File: src/rtl/assert_macros.svh
// assertion macros of the rtl files, included by the top level
`ifndef ASSERT_MACROS_SVH
`define ASSERT_MACROS_SVH

// same-cycle implication, disabled in reset
`define VEF_ASSERT_NOW(label, clk, rst_n, ante, cons, msg) \
  label: assert property (@(posedge clk) disable iff (!rst_n) (ante) |-> (cons)) \
    else $error(msg);

// next-cycle implication, disabled in reset
`define VEF_ASSERT_NEXT(label, clk, rst_n, ante, cons, msg) \
  label: assert property (@(posedge clk) disable iff (!rst_n) (ante) |=> (cons)) \
    else $error(msg);

`endif

File: src/rtl/vef_edge_cell.sv
// one cell of the rotating edge ring
`default_nettype none
module vef_edge_cell #(
  parameter int W = 16
) (
  input  wire logic           clk,
  input  wire logic           load_en,
  input  wire logic [4*W-1:0] load_data,
  input  wire logic           shift_en,
  input  wire logic [4*W-1:0] nbr_data,
  output logic      [4*W-1:0] held
);

  logic [4*W-1:0] data_r;
  logic [4*W-1:0] data_nxt;

  always_comb begin
    data_nxt = data_r;
    if (load_en) begin
      data_nxt = load_data;
    end else if (shift_en) begin
      data_nxt = nbr_data;
    end
  end

  always_ff @(posedge clk) begin
    data_r <= data_nxt;
  end

  assign held = data_r;

endmodule
`default_nettype wire

File: config.mk
export PLATFORM = sky130hd
export DESIGN_NAME = vef_edge_cell
export DESIGN_NICKNAME = d
export VERILOG_FILES = /design/src/rtl/assert_macros.svh /design/src/rtl/vef_edge_cell.sv
export SDC_FILE = /design/constraint.sdc
export NUM_CORES = 1
export LEC_CHECK = 0
export BUFFER_PORTS_ARGS = -buffer_cell sky130_fd_sc_hd__buf_4
export CORE_ASPECT_RATIO = 0.7
export CORE_MARGIN = 1
export CORE_UTILIZATION = 35
export CTS_BUF_LIST = sky130_fd_sc_hd__clkbuf_4 sky130_fd_sc_hd__clkbuf_8
export CTS_CLUSTER_DIAMETER = 40
export DETAILED_ROUTE_END_ITERATION = 7
export PLACE_DENSITY = 0.7
export SLEW_MARGIN = 10
export SYNTH_ARGS = -nofsm -noshare
export SYNTH_HDL_FRONTEND = slang
export SYNTH_SLANG_ARGS = --single-unit
File: constraint.sdc
create_clock -name clk -period 2.3 [get_ports clk]
set_clock_uncertainty 0.1 [all_clocks]
set_input_delay 0.115 -clock clk [delete_from_list [all_inputs] [get_ports clk]]
set_output_delay 0.115 -clock clk [all_outputs]
set_load 0.02 [all_outputs]
==> impl_results.md, run 1 <==
* Status: stopped before the end
* Fail Step: 4_1_cts
* Error: [ERROR RSZ-0060] Max buffer count reached.
* Port-buffer cells at 194
* Resize count post-CTS at 0
* CTS Root Cell: clkbuf_8
* Syn_nets at 267
* Die span in y at 78.2 µm
* Clock tree buffer depth at 2
* Num Clock Sinks at 64
* GP Congestion at 0.779
* Placement Rows at 27
* Placed Cells at 428
* Die Wd at 111 µm
* Initial Utilization at 0.366
* Synth Register Bits at 64
* Synth Area per Inst at 21.4 µm²
* Hold buffers post-CTS at 102
* Synth warnings at 0
* Max H-tree Level at 3
* Post-CTS Setup Inserts at 0
* I/O Pins at 195
* Synth Instances at 136
* Unique masters post-synth at 6
* Number of buffers created by CTS at 9
* Sequential area share after synthesis at 0.661
* Mapped Area at 0.00291 mm²
* Final HPWL DP at 5.47 mm
synth_stat cells:
cell	instances	area (µm²)
buf_2	1	5.00
buf_6	6	67.6
mux2_4	49	736
mux2_2	15	169
or2_1	1	6.26
edfxtp_1	64	1920
stage by stage:
stage / util / setup WS, ns / instance area, µm²
after detailed placement: 0.562 / 0.897 / 4460
after floorplan: - / 0.544 / 2910
after global placement: 0.562 / 0.895 / 4460
kinds of logic after synthesis:
group | synth area share
buf+inv | 0.0250
flops | 0.661
mux | 0.311
simple gates | 0.00215
==> run 2: changes to the inputs <==
- CORE_ASPECT_RATIO: 0.7 -> unset
- CORE_UTILIZATION: 35 -> 20
- CTS_BUF_LIST: sky130_fd_sc_hd__clkbuf_4 sky130_fd_sc_hd__clkbuf_8 -> unset
- CTS_CLUSTER_DIAMETER: 40 -> unset
- PLACE_DENSITY: 0.7 -> unset
- PLACE_DENSITY_LB_ADDON: unset -> 0.15
- clock period: 2.3 -> 3 ns (I/O delays scaled with it)
==> impl_results.md, run 2 <==
* Status: complete, no violations
* Worst path top cell family by delay: buffers and inverters
* Max H-tree Level at 3 (unchanged)
* Commonest register cell after synthesis: edfxtp_1
* Max-cap viol count at 0
* Unique masters post-synth at 6 (unchanged)
* Antenna diodes at 0
* Port-buffer cells at 194 (unchanged)
* Count leader, synth: edfxtp_1
* CTS tree: yes
* Final min period at 1.38 ns
* Mapped Area at 0.00291 mm² (unchanged)
* Worst Path Required at 2.97 ns
* Fmax at 725 MHz
* Slowest CP cell: buf_4
* Kind of critical path: input pin to flop
* Internal power at 2.13 mW
* Final ANT Viol Nets at 0
* CTS Root Cell: clkbuf_16
* Gr usage total at 0.103
* GR Overflow Total at 0
* PwrDens at 573 mW/mm²
* Largest net degree at the start of global routing at 35
* Static leakage at 2.22 nW
* Synth warnings at 0 (unchanged)
* Kind of start point of the critical path: input pin
* Detailed router's first-iteration violation count at 64
* Vias in the first global route at 2,177
* Max incr delay on CP at 0.44 ns
* Syn_nets at 267 (unchanged)
* Initial Utilization at 0.207 (-0.159)
* Commonest non-fill, non-tap cell in the layout: buf_4
* Area Overhead vs Synth at 67.3%
* Core area at 0.0140 mm²
* Placement Rows at 43 (+59%)
* Most frequent cells in the layout: buf_4 (196), edfxtp_1 (64), mux2_4 (49), mux2_2 (15), clkbuf_16 (9)
* Vias at 1,960
* Clock power share at 0.393
* Net Sw Frac at 0.233
* Minimum hold slack at 0.0230 ns
* Routed wire length at 7.66 mm
* Fin crit share at 0.459
* Comb power frac at 0.203
* Worst-margin pin slew at 0.565 ns
* Initial antenna violation count at 0
* Number of vias per cell at 3.75
* Commonest cells post-synth: edfxtp_1 (64), mux2_4 (49), mux2_2 (15), buf_6 (6)
* Hold buffers post-CTS at 0 (-100%)
* Final HPWL DP at 5.92 mm (+8.3%)
* Synth Area per Inst at 21.4 µm² (unchanged)
* Residual DRC at 0
* Number of buffers created by CTS at 9 (unchanged)
* First-pass DRT Iterations at 4
* Clock tree buffer depth at 2 (unchanged)
* I/O Pins at 195 (unchanged)
* Final setup violation count at 0
* Critical Path End Type: flop
* Psw at 0.649 mW
* Fraction of layout cells with a size suffix above 1 at 0.810
* Synth Register Bits at 64 (unchanged)
* Register share of total power at 0.405
* Max_slew headroom at 0.623
* GP Congestion at 0.677 (-13%)
* First-pass GRT wire length at 11.2 mm
* Largest register FFs at 64
* Arr. time, crit path at 1.35 ns
* Sequential area share after synthesis at 0.661 (unchanged)
* Die Wd at 123 µm (+10%)
* WP buf/inv at 2
* Top post-synthesis cells by area: edfxtp_1 (66%), mux2_4 (25%), mux2_2 (5.8%), buf_6 (2.3%), or2_1 (0.22%)
* Post-synth top area cell: edfxtp_1
* Post-CTS Setup Inserts at 0 (unchanged)
* Critical path, cell by cell: buf_4 > buf_12 > mux2_2
* Max VDD drop at 246 µV
* Die span in y at 123 µm (+57%)
* Post-synth EDFFs at 64 (unchanged)
* Resize count post-CTS at 0 (unchanged)
* Max-slew violations at 0
* Synth Instances at 136 (unchanged)
* Hold Violations, Final at 0
* Overall power at 2.78 mW
* RSZ-0062 raised after global routing: no
* DR WL/cell at 14.7 µm
* Area share of the largest cell type after synthesis at 0.661 (unchanged)
* Num Clock Sinks at 64 (unchanged)
* Nets at 468
* Ys async rst share at 0 (unchanged)
* Die area at 0.0150 mm²
* Hold Crit Class: input pin to flop
* Sum Neg Setup Slack at 0 ns
* Reg clk slew, reported paths at 0.05 ns
* Worst-path fanout max at 34
==> run 2: cell counts after synthesis <==
Identical to the previous run, type by type.
==> run 2: routing by layer <==
metal	global-route usage	up-vias	wire length (µm)
met1	0.0953	928	2560
met4	0.0434	0	121
met5	0	-	0
met2	0.190	88	4190
li1	-	935	-
met3	0.0530	9	794
==> run 2: stage by stage <==
stage / worst slack [ns] / cell area (µm²) / std cells / utilization
floorplan: 0.576 / 2910 / 136 / -
global placement: 1.26 / 4550 / 506 / 0.324
detailed placement: 1.25 / 4550 / 506 / 0.324
CTS: 1.60 / 4860 / 522 / 0.346
global route: 1.54 / 4860 / 522 / 0.346
finish: 1.62 / 4860 / 522 / 0.346
==> run 2: logic make-up (layout without fill, tap and decap cells) <==
kind of cell	count (synthesis)	count (layout)	synth area share
AND/OR/NAND/NOR	1	1	0.00215
multiplexers	64	64	0.311
buffers and inverters	7	213	0.0250
flip-flops	64	64	0.661
==> run 2: power by group through the flow <==
stage / Clock [mW] / Sequential [mW] / Combinational [mW]
6_report: 1.09 / 1.13 / 0.564
5_1_grt: 1.17 / 1.14 / 0.599
4_1_cts: 1.13 / 1.13 / 0.577
3_5_place_dp: 0 / 1.15 / 0.576
3_3_place_gp: 0 / 1.15 / 0.575
2_1_floorplan: 0 / 1.28 / 0.139
==> run 2: final timing paths <==
kind | start | end | slack (ns) | cells past startpoint
setup / recovery | load_en | held[11] | 1.62 | 3
hold / removal | nbr_data[35] | held[35] | 0.02 | 2
==> run 2: cell type report <==
class | count | area [µm²]
flip-flops and latches | 64 | 1920
repair buffers | 197 | 1490
well taps | 180 | 225
multi-input cells | 65 | 911
clock buffers | 9 | 225
fillers | 1385 | 9180
clock inverters | 7 | 86.3
(Power assumes the default switching activity.)
