<file path="src/rtl/assert_macros.svh">
// assertion macros of the rtl files, included by the top level
`ifndef ASSERT_MACROS_SVH
`define ASSERT_MACROS_SVH

// same-cycle implication, disabled in reset
`define VEF_ASSERT_NOW(label, clk, rst_n, ante, cons, msg) \
  label: assert property (@(posedge clk) disable iff (!rst_n) (ante) |-> (cons)) \
    else $error(msg);

// next-cycle implication, disabled in reset
`define VEF_ASSERT_NEXT(label, clk, rst_n, ante, cons, msg) \
  label: assert property (@(posedge clk) disable iff (!rst_n) (ante) |=> (cons)) \
    else $error(msg);

`endif

</file>
<file path="src/rtl/vef_rect_cell.sv">
// one cell of the rotating rectangle ring, four corners
`default_nettype none
module vef_rect_cell #(
  parameter int W = 16
) (
  input  wire logic           clk,
  input  wire logic           load_en,
  input  wire logic [1:0]     load_corner,
  input  wire logic [2*W-1:0] load_pt,
  input  wire logic           shift_en,
  input  wire logic [8*W-1:0] nbr_data,
  output logic      [8*W-1:0] held
);

  logic [8*W-1:0] data_r;
  logic [8*W-1:0] data_nxt;

  always_comb begin
    data_nxt = data_r;
    if (load_en) begin
      data_nxt[load_corner*(2*W) +: 2*W] = load_pt;
    end else if (shift_en) begin
      data_nxt = nbr_data;
    end
  end

  always_ff @(posedge clk) begin
    data_r <= data_nxt;
  end

  assign held = data_r;

endmodule
`default_nettype wire

</file>
<file path="config.mk">
export PLATFORM = sky130hd
export DESIGN_NAME = vef_rect_cell
export DESIGN_NICKNAME = d
export VERILOG_FILES = /design/src/rtl/assert_macros.svh /design/src/rtl/vef_rect_cell.sv
export SDC_FILE = /design/constraint.sdc
export NUM_CORES = 1
export LEC_CHECK = 0
export BUFFER_PORTS_ARGS = -buffer_cell sky130_fd_sc_hd__clkbuf_2
export CELL_PAD_IN_SITES_DETAIL_PLACEMENT = 1
export CELL_PAD_IN_SITES_GLOBAL_PLACEMENT = 1
export CORE_MARGIN = 5
export CORE_UTILIZATION = 35
export DETAILED_ROUTE_END_ITERATION = 8
export GPL_ROUTABILITY_DRIVEN = 0
export GPL_TIMING_DRIVEN = 0
export PLACE_DENSITY_LB_ADDON = 0.3
export REMOVE_ABC_BUFFERS = 1
export SETUP_SLACK_MARGIN = 0.15
export SLEW_MARGIN = 5
export SYNTH_ARGS = -nofsm -noshare
export SYNTH_HDL_FRONTEND = slang
export SYNTH_SLANG_ARGS = --single-unit
</file>
<file path="constraint.sdc">
create_clock -name clk -period 2.12 [get_ports clk]
set_input_delay 0 -clock clk [delete_from_list [all_inputs] [get_ports clk]]
set_output_delay 0 -clock clk [all_outputs]
set_load 0.01 [all_outputs]
</file>
======== Word-level counts from Yosys, hierarchy flattened ========
Index checks and enable logic that the tools add are counted.
storage, ports and cells
  register bits ........................... 128
  latch bits .............................. 0
  memory bits (writable) .................. 0
  ROM bits ................................ 0
  bits of input ports ..................... 165
  output and inout port bits .............. 128
  logic and storage cells ................. 8
  memories ................................ 0
operators by class
  add/subtract/negate cells ............... 1
  multiply operators ...................... 0
  divide/modulo/power cells ............... 0
  order comparisons ....................... 0
  equality and inequality tests ........... 0
  shift operators ......................... 2
  multiplexer cells ....................... 3
  bitwise logic cells ..................... 0
  reductions and logical operators ........ 1
operator list
  kind                         number
  $mux W128                    2
  $bwmux W128                  1
  $shift A32 B34 Y128 const A  1
  $shiftx A32 B34 Y128         1
  $neg A7 Y34                  1
  $reduce_bool A2 Y1           1

======== Depth between registers and ports, before layout ========
Gate-level depths: netlist (run 1).
  depth in word-level cells ............... 4
  gate-level depth with buffers ........... 7

======== Worst setup path before layout (run 1) ========
Ideal clock, no wire load.
  path type ............................... input port to flip-flop
  start point ............................. input load_corner[1]
  end point ............................... register data_r[32], in the netlist held[32], enable pin
  library setup time ...................... 0.389 ns
  arrival ................................. 1.389 ns
  path slack .............................. 0.341 ns
  stages .................................. 6
  buffers on the path ..................... 2
  path through ............................ inv_1 ha_1 buf_2 clkbuf_1 nand2_1 nand2_1
RTL lines
  what                  line                 source
  from (decl)           vef_rect_cell.sv:8   input wire logic [1:0] load_corner,
  to (signal assigned)  vef_rect_cell.sv:28  data_r <= data_nxt;
  to (decl)             vef_rect_cell.sv:15  logic [8*W-1:0] data_r;

======== Worst setup path after layout (run 1) ========
  start point ............................. input load_en
  end point ............................... register data_r[84], in the netlist held[84], data pin
on the way
  longest elaborated chain between the ends .. 1
RTL lines
  what              line                 source
  from (decl)       vef_rect_cell.sv:7   input wire logic load_en,
  $mux W128         vef_rect_cell.sv:20  if (load_en) begin
  net data_nxt[84]  vef_rect_cell.sv:16  logic [8*W-1:0] data_nxt;
The timed path passes the listed nets, and every way through them passes these cells.
A chain may end at the register's enable or synchronous reset.

==> results by stage, run 1 <==
STA:
- The final period demand of the worst path is ~1900 ps.
- The count of final max-slew check failures is 0.
- The pin slew with the least headroom to its limit is 1030 ps.
- The share of the cycle needed by the critical path after routing is 87.7%.
- The relative slew slack is 31.6%.
- The maximum clock rate is around 540 MHz.
- The final worst hold slack is around 360 ps.
- Setup repair after global routing left no endpoint under its margin.
- Setup violations remaining at the end of the flow were counted as 0.
- The final hold violation count is 0.

Logic synthesis:
- The count of different cell masters after synthesis is 20.
- The mapped cell area is 0.00576 sq mm.
- The cell count after synthesis is about 400.
- The total number of yosys warnings is 0.
- The top cell type by total area after synthesis is edfxtp_1.
- The synthesized design contains 128 register bits.
- The average cell area after synthesis is 14.7 sq um.
- Ranked by total cell area, the synthesized netlist is headed by edfxtp_1 (67%), a32o_1 (11%), o2bb2ai_1 (9.7%), nand3_1 (2.8%), nand2_1 (2.6%).
- Sequential cells were found to cover roughly 67% of the synthesized design area.
- Summed over its instances, the top area cell type makes up between 60% and 70% of the synthesized netlist area.

Power and ir drop:
- The analysis attributes to cell leakage a power of between 3 and 4 nW.
- The power per cell area is roughly 800 mW/mm^2.
- Power comes to 0.00766 W.
- The largest vdd supply drop is between 0.5 and 0.6 mV.

Floorplanning:
- The chip width is roughly 140 um.
- The initial core utilization is 36.0%.
- The row count is 46.
- The region available for standard cell placement spans approximately 0.016 sq mm.
- The total I/O pin count is ~300.
- The full die area is 0.0191 sq mm.
- The die outline height is between 100 and 150 um.

Finish:
- The most common cell after layout, fill and taps aside is clkbuf_2.
- The post-route core utilization is 60.7%.
- The share of cells above drive strength 1 is 40.9%.
- The synthesis-to-layout area growth is 68.8%.
- The library cells used most frequently in the layout, excluding fill and tap cells, are clkbuf_2 (291), dlygate4sd3_1 (160), edfxtp_1 (128).
- The number of flip-flops under the largest register name is 128.
- After the last flow step, the layout net total stands at 995.

Clock network:
- The total number of H-tree levels is 4.
- The cell sitting at the root of the clock tree is a clkbuf_16.
- The clock transition at the register clock pins on the worst setup and hold paths after CTS is roughly 70 ps.
- The CTS tree is built.
- CTS saw between 100 and 150 sinks.
- Counting the buffers created by CTS gives 17.
- The worst-case clock buffer depth is 2.

Run:
- The number of max-capacitance violations reported is 0.

Route:
- The detail route stage leaves a number of antenna-violating nets equal to 0.
- After detailed routing, the wire length on met1 is just over 10 mm.
- Detailed routing placed a total of approximately 2.1 mm of wire on met3.
- The number of optimization iterations in the first detailed-route pass is 5.
- The violation count after the first detailed-route iteration is 394.
- Detailed routing inserted a total of between 5,000 and 6,000 vias.
- The number of vias per cell is between 5 and 6.
- Summed over all nets, wire length on met2 after detailed routing comes to between 15 and 20 mm.
- The uppermost layer routed is met4.
- Dividing the detail-routed wire length by the instance count gives around 27 um.
- For this run, design rule violations remaining after detail routing come to 0.
- After detailed routing, the total wire length is between 20 and 30 mm.

Critical path:
- The type of destination of the critical path is a flop.
- For this run, the slowest stage of the critical path takes roughly 760 ps.
- The signal on the critical path passes through buf_2, inv_4, buf_16, a32o_1.
- STA classifies the critical path startpoint as a primary input.
- The critical-path cell with the highest stage delay is buf_2.
- The required time of the critical path is approximately 2300 ps.
- The maximum fanout along the worst path is 70.
- The arrival time of the worst setup path is 2010 ps.
- The critical path is of the in2reg type.

Placed design:
- Detailed placement ended at an HPWL of approximately 16 mm.
- The count of buffers from port buffering is a little under 300.

GRT:
- The initial antenna violation count is 6.
- The global-route total usage across every layer is slightly below 30%.
- The number of global-route vias before repair is 6,640.
- The first global-routing pass estimated around 42 mm of wire.
- The maximum number of pins on one net before global-route repair is between 70 and 80.
- The final global-route overflow total is 0.

Worst hold path:
- The worst hold path passes through 3 cells.
- The endpoint of the worst hold path is held[15].
- In this run the most critical hold path is launched from shift_en.
- The class of the tightest hold or removal check is in2reg.

Outcome:
- The flow ran to the end, and the final reports show no timing, DRC or antenna violations.
## cells by family (layout without fill, tap and decap cells)
group,count (synthesis),after routing,share of synthesized area (%)
and+or+nand+nor,80,80,6.52
other,0,6,0
buffers and inverters,51,497,4.80
adders and majority gates,5,5,1.09
AOI/OAI and AO/OA,128,128,20.8
DFF,128,128,66.8
## stage by stage
stage,setup slack [ps],setup TNS (ps),instances,cell area (sq um)
4_1_cts,246,0,1054,9690
3_3_place_gp,-2120,-346030,852,7220
2_1_floorplan,-152,-11080,344,5490
5_1_grt,170,0,1060,9720
6_report,260,0,1060,9720
3_5_place_dp,-493,-29160,860,7460
## power breakdown
group          total (W)  switching (W)  internal [W]
logic            0.00137       0.000748      0.000620
registers        0.00316      0.0000903       0.00307
clock network    0.00313        0.00117       0.00197
## worst max path at each step
stage	start	endpoint	slack [ps]
after floorplan	load_en	held[94]	-150
after global placement	load_en	held[94]	-2120
after detailed placement	load_en	held[58]	-490
after CTS	load_en	held[84]	250
after global routing	load_en	held[123]	170
final	load_en	held[84]	260
## cell usage after synthesis, drive strengths merged
library cell	instances
nand2b	1
nor2b	1
nand2	40
nand4bb	1
edfxtp	128
a22o	1
and2b	1
o2bb2ai	64
nand3	32
ha	5
and3b	3
a32o	63
buf	27
nand3b	1
inv	3
clkbuf	21
## metal layers
metal / vias up / global-route usage [%]
met1: 2976 / 32.5
met4: 0 / 13.5
met2: 363 / 52.5
met3: 56 / 6.72
met5: - / 0
li1: 2509 / -
## layout make-up
cell class,instances,area (sq um)
Inverter,3,13.8
Multi-Input combinational cell,213,1680
Timing Repair Buffer,462,3280
Fill cell,1651,6280
Clock buffer,18,429
Clock inverter,14,189
Sequential cell,128,3840
Tap cell,216,270
Antenna cell,6,15.0
## timing repair
action / CTS / global route
endpoints found under the hold margin: 128 / 0
pin swaps: 1 / 0
hold buffers: 160 / 0
endpoints found under the setup margin: 50 / 36
setup buffers: 2 / 0
gates resized for setup: 1 / 2
## critical path, delay by kind of cell
kind | cells | cell delay [ps]
AOI/OAI and AO/OA | 1 | 280
buffers and inverters | 3 | 1660
(Power assumes the default switching activity.)
==> inputs of run 2 (changes only) <==
Settings changed: BUFFER_PORTS_ARGS -buffer_cell sky130_fd_sc_hd__clkbuf_2 to unset, CORE_UTILIZATION 35 to 37, DONT_BUFFER_PORTS set to 1, RECOVER_POWER set to 100.
==> results by stage, run 2 <==
Outcome:
- The flow did not finish.
- The stage at which the flow ended is clock tree synthesis (4_1_cts).
- The first error in the log reads "[ERROR RSZ-0060] Max buffer count reached".

Clock network:
- The post-cts resize count is 0.
- The clock passes through at most 2 buffers.
- TritonCTS created 17 clock buffers.
- The clock net in this run drives a total of 128 sinks.
- After clock tree synthesis, the flow added hold-fix buffers numbering 120.
- The post-CTS repair timing setup buffer count is 0.
- The tree is rooted in a clkbuf_16.
- The H-tree was split into 4 levels.

Logic synthesis:
- After synthesis the netlist holds a flip-flop and latch count of between 100 and 150.
- Of the post-synthesis cell area, the dominant cell type holds 66.8%.
- Counting flops with an async set or reset pin after synthesis yields a share of 0%.
- The sequential cell area fraction in the yosys report is 66.8%.
- The top cell type by total area after synthesis is edfxtp_1.
- Among all cell types in the netlist, the one instantiated most often is edfxtp_1.
- Counting instances in the post-synthesis netlist gives the leading cell types as edfxtp_1 (128), o2bb2ai_1 (64), a32o_1 (63).
- Ranked by total cell area, the synthesized netlist is headed by edfxtp_1 (67%), a32o_1 (11%), o2bb2ai_1 (9.7%), nand3_1 (2.8%), nand2_1 (2.6%).
- The count of different cell masters after synthesis is 20.
- The dominant synthesized flop cell is edfxtp_1.
- Dividing the synthesized area by the synthesized cell count gives between 10 and 15 sq um.
- The total number of yosys warnings is 0.
- The cell count after synthesis is slightly below 400.
- The synthesized design contains roughly 130 enable-type register cells.
- The cell area that synthesis handed to floorplanning was ~0.0058 sq mm.

Floorplanning:
- The chip width is ~130 um.
- The initial utilization of the core area, before any placement, comes to 37.7%.
- The total I/O pin count is 293.
- The row count is 45.
- The die outline height is between 100 and 150 um.

Placed design:
- OpenSTA, run right after detailed placement, puts the worst setup slack at -196 ps.
- The HPWL reported at the end of detailed placement is 13.2 mm.
- Input and output buffers added on the ports amount to 0.
## run 2: through the flow
step / cells / instance area, sq um
3_3_place_gp: 555 / 5760
3_5_place_dp: 563 / 6000
2_1_floorplan: 344 / 5490
## run 2: kinds of logic after synthesis
| family | after synthesis | synth area share, % |
|---|---|---|
| AOI/OAI and AO/OA | 128 | 20.8 |
| DFF | 128 | 66.8 |
| and+or+nand+nor | 80 | 6.52 |
| buffers and inverters | 51 | 4.80 |
| adders and majority gates | 5 | 1.09 |
==> inputs of run 3 (changes only) <==
Settings changed: CELL_PAD_IN_SITES_DETAIL_PLACEMENT 1 to unset, CELL_PAD_IN_SITES_GLOBAL_PLACEMENT 1 to unset, CORE_UTILIZATION 37 to 22, PLACE_DENSITY_LB_ADDON 0.3 to 0.15, SETUP_SLACK_MARGIN 0.15 to unset.
==> results by stage, run 3 <==
Logic synthesis:
- Sorting the synthesized cells by area gives the leading types as edfxtp_1 (67%), a32o_1 (11%), o2bb2ai_1 (9.7%), nand3_1 (2.8%), nand2_1 (2.6%).
- The count of different cell masters after synthesis is 20.
- After synthesis, the most frequently instantiated cells are edfxtp_1 (128), o2bb2ai_1 (64), a32o_1 (63).
- The total number of yosys warnings is 0.
- The biggest area contributor in the post-synthesis netlist is edfxtp_1.
- Among all flip-flop cells after synthesis, the most frequent one is edfxtp_1.
- The flip-flop and latch count after synthesis is ~130.
- After technology mapping, the gate count stands at between 300 and 400.
- The share of the synthesized area in the top cell type is 66.8%.
- The most repeated cell in the gate-level netlist after synthesis is edfxtp_1.
- The average cell area after synthesis is between 10 and 15 sq um.
- The mapped netlist covers 0.00576 sq mm.
- The number of enable-type register cells in the synthesized netlist is 128.
- The share of the Yosys chip area taken by registers is about two thirds.
- The share of synthesized registers carrying an async set or reset is 0%.

Clock network:
- The clock root buffer is clkbuf_16.
- The post-CTS repair timing setup buffer count is 0.
- The worst-case clock buffer depth is 2.
- The post-cts resize count is 0.
- The number of hold buffers added after CTS was 145.
- The H-tree was split into 4 levels.
- Counting the buffers created by CTS gives 17.
- The number of clock sinks seen by CTS is approximately 130.

Outcome:
- The run stopped with a tool error.
- The stage at which the flow ended is clock tree synthesis (4_1_cts).
- The tool reported: "[ERROR RSZ-0060] Max buffer count reached".

Placed design:
- The HPWL reported at the end of detailed placement is between 10 and 15 mm.
- The count of buffers from port buffering is 0.
- After detailed placement, the design holds a cell count of 690.

Floorplanning:
- Measured along the x axis, the die boundary spans approximately 170 um.
- The die outline height is 172 um.
- The initial core utilization is between 20% and 30%.
- The total I/O pin count is 293.
- In this run the core area contains around 60 standard-cell rows.
## run 3: cell counts after synthesis
No cell type changed its count.
## run 3: metrics by stage
stage               worst slack (ps)  area [sq um]  util [%]
detailed placement              -240          6170      23.8
global placement               -2390          5910      22.8
floorplan                       -152          5490         -
## run 3: cells by family after synthesis
family,share of synthesized area [%]
AOI/OAI and AO/OA,20.8
adders and majority gates,1.09
buffers and inverters,4.80
DFF,66.8
and+or+nand+nor,6.52
